[config.mk]
export PLATFORM = sky130hd
export DESIGN_NAME = wmf_sort_cell
export DESIGN_NICKNAME = d
export VERILOG_FILES = /design/src/wmf_pkg.sv /design/src/wmf_sort_cell.sv
export SDC_FILE = /design/constraint.sdc
export NUM_CORES = 1
export LEC_CHECK = 0
export BUFFER_PORTS_ARGS = -buffer_cell sky130_fd_sc_hd__buf_2
export CAP_MARGIN = 20
export CORE_MARGIN = 5
export CORE_UTILIZATION = 30
export CTS_CLUSTER_SIZE = 40
export DETAILED_ROUTE_END_ITERATION = 10
export GPL_ROUTABILITY_DRIVEN = 0
export MAX_ROUTING_LAYER = met4
export PLACE_DENSITY_LB_ADDON = 0.25
export SKIP_CTS_REPAIR_TIMING = 1
export SLEW_MARGIN = 20
export SYNTH_ARGS = -nofsm -noshare
export SYNTH_HDL_FRONTEND = slang
export SYNTH_SLANG_ARGS = --single-unit
[constraint.sdc]
create_clock -name clk -period 2.3 [get_ports clk]
set_input_delay 0.345 -clock clk [delete_from_list [all_inputs] [get_ports clk]]
set_output_delay 0.345 -clock clk [all_outputs]
set_load 0.03 [all_outputs]
[src/wmf_pkg.sv]
// Shared types and constants of the window median filter.
`timescale 1ns / 1ps

package wmf_pkg;

  localparam int SAMPLE_W    = 8;
  localparam int NUM_CHAN    = 3;
  localparam int PIX_W       = NUM_CHAN * SAMPLE_W;
  localparam int WIN_SIDE    = 3;
  localparam int WIN_TAPS    = WIN_SIDE * WIN_SIDE;
  localparam int MED_IDX     = WIN_TAPS / 2;
  localparam int SORT_STAGES = WIN_TAPS;

  localparam int ROW_W       = 12;
  localparam int CFG_WIDTH_W = 11;
  localparam int CFG_DATA_W  = 12;
  localparam int CFG_IDX_W   = 2;

  localparam logic [CFG_IDX_W-1:0] REG_IMAGE_WIDTH  = 2'd0;
  localparam logic [CFG_IDX_W-1:0] REG_IMAGE_HEIGHT = 2'd1;

  localparam logic CMD_PIXEL = 1'b0;
  localparam logic CMD_FLUSH = 1'b1;

  typedef logic [SAMPLE_W-1:0] sample_t;
  typedef sample_t [NUM_CHAN-1:0] pixel_t;
  typedef pixel_t [WIN_SIDE-1:0] column_t;                  // row 0 is the oldest row
  typedef sample_t [NUM_CHAN-1:0][WIN_TAPS-1:0] win_t;      // per channel, 9 taps

  typedef struct packed {
    logic valid;
    logic frame_end;
  } stage_ctrl_t;

endpackage

[src/wmf_sort_cell.sv]
// One odd-even transposition stage of the 9-tap sorter, all channels.
`timescale 1ns / 1ps

module wmf_sort_cell import wmf_pkg::*; #(
  parameter bit ODD = 1'b0
) (
  input  logic        clk,
  input  logic        rst,
  input  logic        en,
  input  stage_ctrl_t in_ctrl,
  input  win_t        in_win,
  output stage_ctrl_t out_ctrl,
  output win_t        out_win
);

  win_t swapped;

  always_comb begin
    swapped = in_win;
    for (int ch = 0; ch < NUM_CHAN; ch++) begin
      for (int i = (ODD ? 1 : 0); i + 1 < WIN_TAPS; i += 2) begin
        if (in_win[ch][i] > in_win[ch][i+1]) begin
          swapped[ch][i]   = in_win[ch][i+1];
          swapped[ch][i+1] = in_win[ch][i];
        end
      end
    end
  end

  always_ff @(posedge clk) begin
    if (rst) begin
      out_ctrl.valid <= 1'b0;
    end else if (en) begin
      out_ctrl.valid <= in_ctrl.valid;
    end
  end

  always_ff @(posedge clk) begin
    if (en) begin
      out_ctrl.frame_end <= in_ctrl.frame_end;
      out_win            <= swapped;
    end
  end

endmodule

==> impl_results.md <==
- Status: complete, no violations
- Critical path startpoint category: input pin
- Tcrit/Tclk final: 0.812
- CTS tree: done
- Clk sinks: 218
- Vias post-DR: 11,000
- # setup viols final: 0
- Number of remaining DRC errors: 0
- Yosys cell types: 36
- Worst skew pair latency: 0.54 ns
- Vias in the first global route: 10,400
- Post-synth top area share: 0.491
- Yosys reg bits: 218
- RSZ-0062 raised after global routing: no
- CP delay by family, top: simple AND/OR/NAND/NOR gates
- Layout cells sized above 1: 0.406
- Synth area leader: edfxtp_1
- Crit path max-delay cell type: nor3b_2
- Relative slew slack: 0.310
- Initial core utilization: 0.301
- Kind of critical path: in2reg
- Worst Hold Margin: 0.0448 ns
- H-tree depth: 1
- WL per Instance: 16.9 um
- GRT Util Overall: 0.149
- Maxcap violations: 0
- Power Density: 751 nW/um^2
- Critical path, cell by cell: buf_2, inv_1, ha_1, nand4_4, nor3b_2, a221o_1
- Num rows: 77
- Syn_area_per_cell: 11.5 um^2
- Die X: 220 um
- Maximum VDD drop: 0.535 mV
- Layout area overhead: 31.8%
- Die area: 48,600 um^2
- Buf/Inv on CP: 2
- Critical Path End Type: flip-flop
- Critical path required time: 2.70 ns
- Num CTS Buffers: 28
- Clock transition at path regs: 0.05 ns
- Vias per cell: 4.87
- Die Y: 220 um
- Hold Fails Final Rpt: 0
- Mapped cell area: 13,300 um^2
- Design area: 17,500 um^2
- Hold Path Class: in2reg
- Seq/Total Area, Yosys: 0.492
- Slew of the pin with the lowest slew margin: 1.03 ns
- Synthesized instance count: 1,150
- I/O Buffers: 438
- Peak Freq: 535 MHz
- DR pass1 iterations: 6
- Max incr delay on CP: 0.88 ns
- CORE AREA: 44,000 um^2
- Minimum clock period: 1.87 ns
- Root Buffer: clkbuf_16
- Initial antenna violation count: 10
- Hpwl dp: 29.4 mm
- Leakage: 7.76 nW
- Worst EP arrival: 2.26 ns
- Final net count: 1,950
- Critical path peak fanout: 16
- Largest cells by area after synthesis: edfxtp_1 (49%), ha_1 (9.0%), a221o_1 (7.2%)
- Largest net degree at the start of global routing: 51
- DP Area: 16,300 um^2
- PnR worst setup slack: 0.432 ns
- Final ANT Viol Nets: 0
- Final WL: 38.1 mm
- Setup Skew: 0 ns
- Power, Total: 13.1 mW
- Pre-CTS setup slack: -0.125 ns
- Yosys warning count: 0
- DR iter-0 viols: 506
- Syn Nets: 1,467
- Clock Tree Buf Depth: 3
- Max-slew violation count: 0
- GRT overflow: 0
- First-pass GRT wire length: 57.2 mm
- Num ports: 439
cell families (layout without fill, tap and decap cells):
family                   Yosys count  in the layout  synth area share
AO/OA/AOI/OAI                    305            305             0.171
AND/OR/NAND/NOR                  288            288             0.114
flip-flops                       218            218             0.492
buffers and inverters            156            660            0.0558
adder cells (fa/ha/maj)           96             96            0.0905
multiplexers                      87             87            0.0765
other                              0             10                 0
routing by layer:
layer	vias to the layer above	global-route usage	share of wire
met5	-	-	0
met4	0	0.0489	0.028
met3	63	0.0363	0.071
met2	318	0.257	0.50
met1	5161	0.172	0.40
li1	5434	-	-
cell usage in the layout, fill, tap and decap left out, types with 11 or more instances in the layout:
| cell type | instances |
|---|---|
| buf_4 | 34 |
| o21ai_1 | 42 |
| inv_1 | 102 |
| nor2_1 | 17 |
| o21ai_0 | 76 |
| clkbuf_16 | 29 |
| ha_1 | 96 |
| buf_2 | 437 |
| o21ai_2 | 17 |
| mux2_2 | 76 |
| and4_1 | 11 |
| nand3_1 | 96 |
| a21oi_1 | 40 |
| a221o_1 | 96 |
| nand2_1 | 128 |
| dlygate4sd3_1 | 26 |
| edfxtp_1 | 217 |
per-stage QoR:
step,setup TNS (ns),std cells,utilization
2_1_floorplan,0,1150,-
3_3_place_gp,-1.07,2169,0.370
3_5_place_dp,-4.86,2169,0.370
4_1_cts,0,2220,0.391
5_1_grt,0,2256,0.397
6_report,0,2256,0.397
state kept, by name, indices dropped and copies added (netlist names):
signal and cells:
out_ctrl 2, out_win 216
Yosys cell counts:
library cell	instances
o211ai_2	6
or2_2	5
inv_1	102
buf_2	24
mux2_2	76
buf_12	1
nand4_1	7
nand2b_4	4
o21ai_1	42
o32ai_4	1
nand4_4	6
buf_6	12
mux2_4	10
o221a_2	10
nand3_1	96
nor3b_2	6
nor2_1	17
a221o_1	96
a21oi_2	1
a211oi_2	1
nand2b_1	2
buf_4	5
dfxtp_1	1
and4_1	11
mux2i_1	1
nand2_1	128
nor2b_1	5
nor2b_4	1
a211oi_1	10
a21oi_1	40
clkbuf_1	12
edfxtp_1	217
o21ai_2	17
ha_1	96
a21boi_2	5
o21ai_0	76
cell type report:
cell class,instances,area (um^2)
antenna,10,25.0
clock buffer,32,737
clock inverter,19,176
fill,4311,26500
inverter,102,383
multi-input combinational,776,6000
sequential,218,6540
tap,592,741
timing repair buffer,507,2900
report_power, final:
group / total [mW] / internal, mW / switching (mW)
clock: 4.35 / 2.62 / 1.73
sequential: 5.12 / 4.99 / 0.139
combinational: 3.66 / 1.35 / 2.30
total: 13.1 / 8.96 / 4.17
worst paths after layout:
check	slack, ns	cells past startpoint	startpoint	to
setup / recovery	0.43	6	in_win[135]	out_win[128]
hold reg to reg	0.49	2	out_ctrl[1]	out_ctrl[1]
setup reg to reg	1.71	2	out_ctrl[1]	out_ctrl[1]
hold / removal	0.04	3	in_ctrl[1]	out_ctrl[1]
worst min-delay path, cell delays in order:
cell	delay [ns]
buf_2	0.07
mux2i_1	0.06
nor2_1	0.07
Power figures use the tool's default switching activity.
